==> src/hw/rtl/scsd_pkg.sv <==
`timescale 1ns / 1ps
// Package for the sprite command stream decoder: item types, register
// indexes and command opcodes. No dependencies.
package scsd_pkg;

  localparam int unsigned CfgIndexWidth = 8;

  localparam logic [CfgIndexWidth-1:0] REG_IMAGE_WIDTH  = 8'd0;
  localparam logic [CfgIndexWidth-1:0] REG_IMAGE_HEIGHT = 8'd1;

  localparam logic [1:0] OP_SET_COL = 2'd0;
  localparam logic [1:0] OP_RUN     = 2'd1;
  localparam logic [1:0] OP_SET_ROW = 2'd2;
  localparam logic [1:0] OP_END     = 2'd3;

  typedef struct packed {
    logic [7:0] stream_byte;
    logic       last_byte;
  } in_item_t;

  typedef struct packed {
    logic [15:0] pixel_col;
    logic [13:0] pixel_row;
    logic [7:0]  color_index;
    logic        is_end_marker;
  } out_item_t;

  typedef struct packed {
    logic [CfgIndexWidth-1:0] index;
    logic [15:0]              data;
  } cfg_write_t;

endpackage

==> src/hw/rtl/scsd_if.sv <==
`timescale 1ns / 1ps
// Valid/ready channel interfaces for the decoder: byte input, result output
// and register writes. Depends on scsd_pkg.
interface scsd_in_if;
  logic              valid;
  logic              ready;
  scsd_pkg::in_item_t payload;
  modport source (output valid, output payload, input ready);
  modport sink   (input valid, input payload, output ready);
endinterface

interface scsd_out_if;
  logic               valid;
  logic               ready;
  scsd_pkg::out_item_t payload;
  modport source (output valid, output payload, input ready);
  modport sink   (input valid, input payload, output ready);
endinterface

interface scsd_cfg_if;
  logic                valid;
  logic                ready;
  scsd_pkg::cfg_write_t payload;
  modport source (output valid, output payload, input ready);
  modport sink   (input valid, input payload, output ready);
endinterface

==> src/hw/rtl/sprite_command_stream_decoder_core.sv <==
`timescale 1ns / 1ps
// Sprite command stream decoder, top level.
// Depends on scsd_pkg and the channel interfaces in scsd_if.sv.

// Takes one stream byte per cycle and decodes it in a single pass into at
// most one result (a pixel or an end marker), which lands in a two-entry
// output buffer. A byte is accepted in every cycle as long as the second
// buffer entry is free, so the rate is one byte per clock; stream.ready drops
// only when two results are waiting on a stalled output. Each result is
// registered in the output buffer before it is offered. With image_width or
// image_height zero no results are made. Register writes are always ready
// and must be issued while the decoder is idle.
module sprite_command_stream_decoder_core (
  input  logic            clk,
  input  logic            rst,
  scsd_in_if.sink         stream,
  scsd_out_if.source      pixel,
  scsd_cfg_if.sink        cfg
);

  localparam logic [1:0] PH_LOW  = 2'd0;
  localparam logic [1:0] PH_HIGH = 2'd1;
  localparam logic [1:0] PH_RUN  = 2'd2;

  logic [15:0] image_width;
  logic [15:0] image_height;

  logic [1:0]  parse_phase, parse_phase_next;
  logic [7:0]  low_byte_hold, low_byte_hold_next;
  logic [15:0] cur_col, cur_col_next;
  logic [13:0] cur_row, cur_row_next;
  logic [13:0] run_remaining, run_remaining_next;

  scsd_pkg::out_item_t result;
  logic                has_result;

  scsd_pkg::out_item_t head, tail;
  logic                head_valid, tail_valid;

  logic        accept, push, pop, active;
  logic [15:0] word;
  logic [1:0]  op;
  logic [13:0] arg;
  logic [13:0] run_dec;

  assign cfg.ready    = 1'b1;
  assign stream.ready = !tail_valid;
  assign accept       = stream.valid && stream.ready;
  assign pop          = head_valid && pixel.ready;
  assign push         = accept && has_result;

  assign pixel.valid   = head_valid;
  assign pixel.payload = head;

  assign active  = (image_width != 16'd0) && (image_height != 16'd0);
  assign word    = {stream.payload.stream_byte, low_byte_hold};
  assign op      = word[1:0];
  assign arg     = word[15:2];
  assign run_dec = run_remaining - 14'd1;

  always_comb begin
    parse_phase_next   = parse_phase;
    low_byte_hold_next = low_byte_hold;
    cur_col_next       = cur_col;
    cur_row_next       = cur_row;
    run_remaining_next = run_remaining;
    result             = '0;
    has_result         = 1'b0;
    if (active) begin
      case (parse_phase)
        PH_HIGH: begin
          parse_phase_next = PH_LOW;
          case (op)
            scsd_pkg::OP_SET_COL: cur_col_next = {2'b00, arg};
            scsd_pkg::OP_SET_ROW: cur_row_next = arg;
            scsd_pkg::OP_RUN: begin
              if (arg != 14'd0) begin
                run_remaining_next = arg;
                parse_phase_next   = PH_RUN;
              end else begin
                cur_col_next = 16'd0;
              end
            end
            default: begin
              result.is_end_marker = 1'b1;
              has_result           = 1'b1;
            end
          endcase
        end
        PH_RUN: begin
          result.pixel_col   = cur_col;
          result.pixel_row   = cur_row;
          result.color_index = stream.payload.stream_byte;
          has_result         = 1'b1;
          cur_col_next       = cur_col + 16'd1;
          run_remaining_next = run_dec;
          if (run_dec == 14'd0) begin
            cur_col_next     = 16'd0;
            parse_phase_next = PH_LOW;
          end
        end
        default: begin
          low_byte_hold_next = stream.payload.stream_byte;
          parse_phase_next   = PH_HIGH;
        end
      endcase
    end
    if (stream.payload.last_byte) begin
      parse_phase_next   = PH_LOW;
      low_byte_hold_next = 8'd0;
      cur_col_next       = 16'd0;
      cur_row_next       = 14'd0;
      run_remaining_next = 14'd0;
    end
  end

  always_ff @(posedge clk) begin
    if (rst) begin
      image_width  <= 16'd0;
      image_height <= 16'd0;
    end else if (cfg.valid) begin
      if (cfg.payload.index == scsd_pkg::REG_IMAGE_WIDTH) begin
        image_width <= cfg.payload.data;
      end else if (cfg.payload.index == scsd_pkg::REG_IMAGE_HEIGHT) begin
        image_height <= cfg.payload.data;
      end
    end
  end

  always_ff @(posedge clk) begin
    if (rst) begin
      parse_phase   <= PH_LOW;
      low_byte_hold <= 8'd0;
      cur_col       <= 16'd0;
      cur_row       <= 14'd0;
      run_remaining <= 14'd0;
    end else if (accept) begin
      parse_phase   <= parse_phase_next;
      low_byte_hold <= low_byte_hold_next;
      cur_col       <= cur_col_next;
      cur_row       <= cur_row_next;
      run_remaining <= run_remaining_next;
    end
  end

  // two-entry output buffer: head drives the port, tail catches a result
  // made while head is stalled
  always_ff @(posedge clk) begin
    if (rst) begin
      head_valid <= 1'b0;
      tail_valid <= 1'b0;
    end else if (pop && push) begin
      if (tail_valid) begin
        head <= tail;
        tail <= result;
      end else begin
        head <= result;
      end
    end else if (pop) begin
      head       <= tail;
      head_valid <= tail_valid;
      tail_valid <= 1'b0;
    end else if (push) begin
      if (!head_valid) begin
        head       <= result;
        head_valid <= 1'b1;
      end else begin
        tail       <= result;
        tail_valid <= 1'b1;
      end
    end
  end

endmodule
==> src/flat_wrapper.sv <==
// flat-port wrapper written by rule: the top's interface ports become plain ports
module sprite_command_stream_decoder_core_flat 
  (clk, rst, stream_valid, stream_payload, stream_ready, pixel_valid, pixel_payload, pixel_ready, cfg_valid, cfg_payload, cfg_ready);
  scsd_in_if stream_i ();
  scsd_out_if pixel_i ();
  scsd_cfg_if cfg_i ();
  input  logic clk;
  input  logic rst;
  input wire logic [$bits(stream_i.valid)-1:0] stream_valid;
  input wire logic [$bits(stream_i.payload)-1:0] stream_payload;
  output wire logic [$bits(stream_i.ready)-1:0] stream_ready;
  output wire logic [$bits(pixel_i.valid)-1:0] pixel_valid;
  output wire logic [$bits(pixel_i.payload)-1:0] pixel_payload;
  input wire logic [$bits(pixel_i.ready)-1:0] pixel_ready;
  input wire logic [$bits(cfg_i.valid)-1:0] cfg_valid;
  input wire logic [$bits(cfg_i.payload)-1:0] cfg_payload;
  output wire logic [$bits(cfg_i.ready)-1:0] cfg_ready;
  assign stream_i.valid = stream_valid;
  assign stream_i.payload = stream_payload;
  assign stream_ready = stream_i.ready;
  assign pixel_valid = pixel_i.valid;
  assign pixel_payload = pixel_i.payload;
  assign pixel_i.ready = pixel_ready;
  assign cfg_i.valid = cfg_valid;
  assign cfg_i.payload = cfg_payload;
  assign cfg_ready = cfg_i.ready;
  sprite_command_stream_decoder_core u_core (.clk(clk), .rst(rst), .stream(stream_i), .pixel(pixel_i), .cfg(cfg_i));
endmodule
==> config.mk <==
export PLATFORM = sky130hd
export DESIGN_NAME = sprite_command_stream_decoder_core_flat
export DESIGN_NICKNAME = d
export VERILOG_FILES = /design/src/hw/rtl/scsd_pkg.sv /design/src/hw/rtl/scsd_if.sv /design/src/hw/rtl/sprite_command_stream_decoder_core.sv /design/src/flat_wrapper.sv
export SDC_FILE = /design/constraint.sdc
export NUM_CORES = 1
export LEC_CHECK = 0
export BUFFER_PORTS_ARGS = -buffer_cell sky130_fd_sc_hd__buf_2
export CAP_MARGIN = 20
export CORE_MARGIN = 3
export CORE_UTILIZATION = 35
export CTS_CLUSTER_SIZE = 20
export DETAILED_ROUTE_END_ITERATION = 8
export SLEW_MARGIN = 5
export SYNTH_ARGS = -nofsm -noshare
export SYNTH_HDL_FRONTEND = slang
export SYNTH_SLANG_ARGS = --single-unit
==> constraint.sdc <==
create_clock -name clk -period 15.29 [get_ports clk]
set_input_delay 1.529 -clock clk [delete_from_list [all_inputs] [get_ports clk]]
set_output_delay 1.529 -clock clk [all_outputs]
set_load 0.05 [all_outputs]
**Word level (Yosys, flattened, before mapping)**

Index checks and enable logic that the tools add are counted.

- Add/sub/neg operators: 2
- Equal/unequal tests: 14
- Multiplexer cells: 45
- Bitwise gates (word level): 3
- Reductions and logical operators: 34

Operators with widths:

| kind | count |
|---|---|
| $mux W39 | 11 |
| $mux W14 | 8 |
| $mux W16 | 4 |
| $pmux W16 S2 | 2 |
| $mux W38 | 1 |
| $reduce_bool A16 Y1 | 2 |
| $pmux W14 S2 | 1 |
| $mux W8 | 3 |
| $add A16 B1 Y16 const B | 1 |
| $reduce_and A3 Y1 | 5 |
| $reduce_and A5 Y1 | 3 |
| $logic_not A14 Y1 | 1 |
| $reduce_bool A14 Y1 | 1 |
| $reduce_bool A2 Y1 | 7 |
| $sub A14 B1 Y14 const B | 1 |
| $mux W2 | 5 |
| $eq A8 B1 Y1 const B | 1 |
| $logic_not A8 Y1 | 1 |
| $mux W1 | 8 |
| $ne A4 B4 Y1 const B | 2 |
| $ne A3 B2 Y1 const B | 2 |
| $ne A3 B3 Y1 const B | 2 |
| $reduce_bool A3 Y1 | 2 |
| $logic_and A1 B1 Y1 | 5 |
| other kinds (13) | 19 |

- Flip-flop bits (word level): 166
- Output and inout bits: 42
- Word-level logic and storage cells: 115

**Depth between registers and ports, before layout**

- Depth in word-level cells: 9
- Mapped depth: 11
- Gate-level depth less buffers: 9

**Worst setup path after synthesis**

No wires, ideal clock.

- Path type: input to register
- Start: input port stream_valid
- End: register u_core.tail[0] (netlist bit), enable pin
- Library setup time: 494 ps
- Arrival time: 5657 ps
- Required time: 14796 ps
- Path slack: 9139 ps
- Cell stages on the path: 5
- Path buffers: 0
- Cells stage by stage: nand2_1 > a2111oi_0 > inv_1 > ha_1 > a211oi_1

- Word-level cells in the longest chain between the ends: 5
- Elaborated cells on any way between the ends: 8
- Those cells by class: eq/ne: 2; reduce/logical: 6

RTL lines:

| item | line | RTL |
|---|---|---|
| start: declaration | flat_wrapper.sv:9 | `input wire logic [$bits(stream_i.valid)-1:0] stream_valid;` |
| $logic_and A1 B1 Y1 (*) | sprite_command_stream_decoder_core.sv:48 | `assign accept = stream.valid && stream.ready;` |
| $logic_and A1 B1 Y1 (*) | sprite_command_stream_decoder_core.sv:50 | `assign push = accept && has_result;` |
| $logic_and A1 B1 Y1 | sprite_command_stream_decoder_core.sv:152 | `end else if (pop && push) begin` |
| $ne A2 B1 Y1 (no source line) (tied with other cells) | n/a |  |
| $reduce_and A5 Y1 (no source line) (*) | n/a |  |
| end signal: assignment | sprite_command_stream_decoder_core.sv:155 | `tail <= result;` |
| end signal: assignment | sprite_command_stream_decoder_core.sv:168 | `tail <= result;` |
| end: declaration | sprite_command_stream_decoder_core.sv:37 | `scsd_pkg::out_item_t head, tail;` |

Every way passes the cells marked *; elsewhere a longest branch is shown, timed or not.
A chain may end at the register's enable or synchronous reset.

**Final worst setup path**

- Start: register u_core.parse_phase[0]
- End: register u_core.tail[38] (netlist bit), enable pin

- Word-level cells in the longest chain between the ends: 7
- Elaborated cells on any way between the ends: 11
- Those cells by class: eq/ne: 4; mux: 2; reduce/logical: 5

RTL lines:

| item | line | RTL |
|---|---|---|
| start: declaration | sprite_command_stream_decoder_core.sv:28 | `logic [1:0] parse_phase, parse_phase_next;` |
| start signal: assignment | sprite_command_stream_decoder_core.sv:138 | `parse_phase <= parse_phase_next;` |
| $eq A2 B2 Y1 / $eq A2 B1 Y1 (equally long branches) | sprite_command_stream_decoder_core.sv:70 | `case (parse_phase)` |
| $pmux W1 S2 (*) | sprite_command_stream_decoder_core.sv:70 |  |
| $mux W1 (*) | sprite_command_stream_decoder_core.sv:69 | `if (active) begin` |
| $logic_and A1 B1 Y1 (*) | sprite_command_stream_decoder_core.sv:50 |  |
| $logic_and A1 B1 Y1 | sprite_command_stream_decoder_core.sv:152 |  |
| $ne A2 B1 Y1 (no source line) (tied with other cells) | n/a |  |
| $reduce_and A5 Y1 (no source line) (*) | n/a |  |

Marks and branches as above.

==> results.tsv <==
stage	metric	value	unit
setup_path	critical path endpoint category	flop	
logic_synthesis	syn_area_per_cell	10.7	µm²
sta	slew margin rel.	0.291	
cts	Clk Latency, worst-skew pair	0.43	ns
logic_synthesis	fraction of registers with async set or reset after synthesis	0	
routing	overall via count from detail_route	5737	
cells_and_area	Area Growth Syn to Fin	15.1	%
routing	Starting DRT DRC Count	446	
routing	antenna viol nets, final	0	
floorplanning	Die Ht	155	µm
cts	CTS Root Cell	clkbuf_16	
sta	fmax	220	MHz
power	maximum vdd drop	0.0737	mV
floorplanning	num rows	53	
cts	CTS max path bufs	2	
logic_synthesis	yosys warns	0	
global_routing	Overall Global Routing Usage	0.154	
sta	post-route setup TNS	0	ns
setup_path	max incr delay on CP	0.93	ns
global_routing	largest net degree at the start of global routing	82	
floorplanning	Ports	80	
setup_path	critical path's slowest cell	a2111oi_0	
logic_synthesis	largest family of logic cells by synthesized area	simple AND/OR/NAND/NOR gates	
worst_hold_path	Min-Delay Path Class	flop to flop	
setup_path	CP Cell Sequence	inv_1 > ha_1 > inv_1 > a2111oi_0 > ha_1 > nand2_1 > a211oi_4 > buf_4	
global_routing	initial antenna violation count	0	
sta	Setup Skew	0.0110	ns
routing	vias per cell	5.31	
logic_synthesis	Mapped Area	7790	µm²
routing	DR DRC count	0	
sta	setup violators final	0	
setup_path	Reg2Reg Launch Point	u_core.parse_phase[0]$_SDFFE_PP0P_	
floorplanning	Initial Util	0.364	
worst_hold_path	Hold Startpoint	u_core.cur_row[1]$_SDFFE_PP0P_	
cts	CTS Buf Count	17	
power	PwrDens	103	nW/µm²
cells_and_area	# nets final	838	
logic_synthesis	Post-Synth XOR/XNOR Area	0.00450	
logic_synthesis	adder-cell share of the synthesized area	0.0129	
setup_path	Buf+Inv Stages, Crit Path	3	
sta	max-slew violation count	0	
setup_path	cells on worst reg2reg path	8	
flow_run	max-cap violation count	0	
setup_path	delay-heaviest family, CP	compound AO/OA/AOI/OAI gates	
routing	Pre-antenna DRT Iters	6	
global_routing	vias in the first global route	5455	
placement	GPL Wtd Cong	0.832	
worst_hold_path	worst hold path cell count	2	
setup_path	critical path peak fanout	26	
setup_path	RR Endpoint	u_core.tail[38]$_DFFE_PP_	
logic_synthesis	Seq/Total Area, Yosys	0.527	
sta	slew at the pin closest to its max-slew limit	1.06	ns
cts	hold buffers post-CTS	0	
power	Pwr Total	0.923	mW
logic_synthesis	compound-cell area share of the yosys netlist	0.0903	
placement	IO Port Bufs	78	
logic_synthesis	EDFF count, synth	78	
routing	final wirelength	18.5	mm
sta	count of final hold-check violations	0	
floorplanning	DIE AREA	24100	µm²
cells_and_area	diode count	0	
cells_and_area	Final Instance Area	8960	µm²
sta	WHS	0.486	ns
logic_synthesis	multiplexer area fraction after synthesis	0.128	
logic_synthesis	simple-gate share of the synthesized area	0.200	
power	Pleak	3.33	nW
cts	CTS resizes	0	
logic_synthesis	Seq cells post-synth	166	
sta	final period utilization	0.298	
global_routing	Remaining Overflow, GRT	0	
cells_and_area	share of layout cells above drive strength 1	0.219	
placement	post-DP HPWL	12.1	mm
cts	clk sinks	166	
cells_and_area	fill count	2104	
setup_path	CP Data Arrival Time	4.65	ns
floorplanning	die width	155	µm
setup_path	CP Data Required Time	15.39	ns
global_routing	first-pass GRT wire length	29.7	mm
routing	WL/cell	17.1	µm
sta	RSZ-0062 raised after global routing	no	
cts	H-tree depth	4	
status	status	completed	
setup_path	R2R Setup Slk	10.74	ns
logic_synthesis	Post-Syn Instances	730	
cts	postcts setup bufs	0	
cts	CTS tree	built	
logic_synthesis	predominant post-synthesis flop cell	dfxtp_1	
logic_synthesis	Net Count, Synth	776	
logic_synthesis	Cell variety after synth	63	
worst_hold_path	Hold EP	u_core.cur_row[1]$_SDFFE_PP0P_	
setup_path	worst setup path class	flop to flop	
floorplanning	core area	21400	µm²
sta	minimum clock period	4.55	ns
placement	Post-DP Area	8380	µm²
cts	Clk pin slew, worst setup/hold paths	0.07	ns
setup_path	Worst setup SP type	flop	
==> sequential cells by signal (all words and copies together) (netlist names) <==
register and flops:
u_core.cur_row 14, u_core.parse_phase 2, u_core.low_byte_hold 8, u_core.image_width 16
u_core.tail 39, u_core.image_height 16, u_core.cur_col 16, u_core.run_remaining 14
u_core.tail_valid 1, u_core.pixel.valid 1, u_core.pixel.payload 39
==> cell families after synthesis <==
kind of cell / count (synthesis)
xor gates and xnor gates: 4
buffers and inverters: 56
other: 1
and+or+nand+nor: 291
AOI/OAI and AO/OA: 109
DFF: 166
adders and majority gates: 8
muxes: 95
==> layout make-up <==
cell class                      instances  area, µm²  area share
Multi-Input combinational cell        508       3440       0.384
Inverter                               13       48.8     0.00544
Sequential cell                       166       4100       0.458
Clock inverter                         15        150      0.0167
Clock buffer                           17        425      0.0475
Timing Repair Buffer                   86        450      0.0502
Tap cell                              275        344      0.0384
==> metrics by stage <==
stage | setup WS [ns] | std cells | util
floorplan | 9.14 | 730 | -
detailed placement | 10.29 | 1047 | 0.391
finish | 10.74 | 1080 | 0.419
global route | 10.34 | 1080 | 0.419
global placement | 10.38 | 1047 | 0.391
CTS | 10.72 | 1079 | 0.418
==> cells in the final DEF (no fill, tap or decap), drive strengths merged, types with 10 or more instances in the layout <==
cell / n
a31oi: 16
nor4: 19
nor2: 94
dfxtp: 88
mux2i: 57
nand4: 25
nand3: 12
a22oi: 10
clkbuf: 17
nand2: 31
edfxtp: 78
nor3: 10
and2: 39
inv: 18
mux2: 38
buf: 86
a21oi: 28
nor2b: 19
o21ai: 23
==> routing by layer <==
metal	share of wire	GRT usage	wire, µm	vias to the layer above
met3	0.066	0.0367	1220	14
met5	0	0	0	-
met2	0.46	0.240	8510	178
met4	0.0092	0.0417	171	0
li1	-	-	-	2809
met1	0.46	0.216	8600	2736
==> cells in the mapped netlist (10+ instances only) <==
| cell | n | area (µm²) |
|---|---|---|
| dfxtp_1 | 88 | 1760 |
| o21ai_0 | 17 | 85.1 |
| mux2_2 | 38 | 428 |
| clkbuf_1 | 32 | 120 |
| nor4_1 | 19 | 119 |
| mux2i_1 | 57 | 571 |
| a21oi_1 | 28 | 140 |
| and2_1 | 39 | 244 |
| nor3_1 | 10 | 50.1 |
| inv_1 | 13 | 48.8 |
| nand3_1 | 12 | 60.1 |
| nor2b_1 | 19 | 119 |
| a22oi_1 | 10 | 75.1 |
| a31oi_1 | 16 | 100 |
| nor2_1 | 93 | 349 |
| nand2_1 | 31 | 116 |
| nand4_1 | 24 | 150 |
| edfxtp_1 | 78 | 2340 |
==> worst reg2reg max path: stages, from the launching register on <==
cell       delay, ns
dfxtp_1         0.33
inv_1           0.06
ha_1            0.72
inv_1           0.50
a2111oi_0       0.93
ha_1            0.37
nand2_1         0.16
a211oi_4        0.69
buf_4           0.46
==> worst max path at each step <==
stage | cells past startpoint | start | end | slack (ns)
finish | 8 | u_core.parse_phase[0]$_SDFFE_PP0P_ | u_core.tail[38]$_DFFE_PP_ | 10.74
global route | 8 | u_core.parse_phase[0]$_SDFFE_PP0P_ | u_core.tail[8]$_DFFE_PP_ | 10.34
floorplan | 5 | stream_valid | u_core.tail[0]$_DFFE_PP_ | 9.14
CTS | 8 | u_core.parse_phase[0]$_SDFFE_PP0P_ | u_core.tail[28]$_DFFE_PP_ | 10.72
global placement | 7 | stream_valid | u_core.tail[36]$_DFFE_PP_ | 10.38
detailed placement | 7 | stream_valid | u_core.tail[37]$_DFFE_PP_ | 10.29
==> power breakdown <==
part | total [mW] | switching [mW] | internal, mW | leakage (nW)
clock | 0.420 | 0.192 | 0.229 | 0.283
combinational | 0.0372 | 0.0245 | 0.0127 | 1.62
sequential | 0.465 | 0.00274 | 0.463 | 1.43
total | 0.923 | 0.219 | 0.704 | 3.33
(Power assumes the default switching activity.)
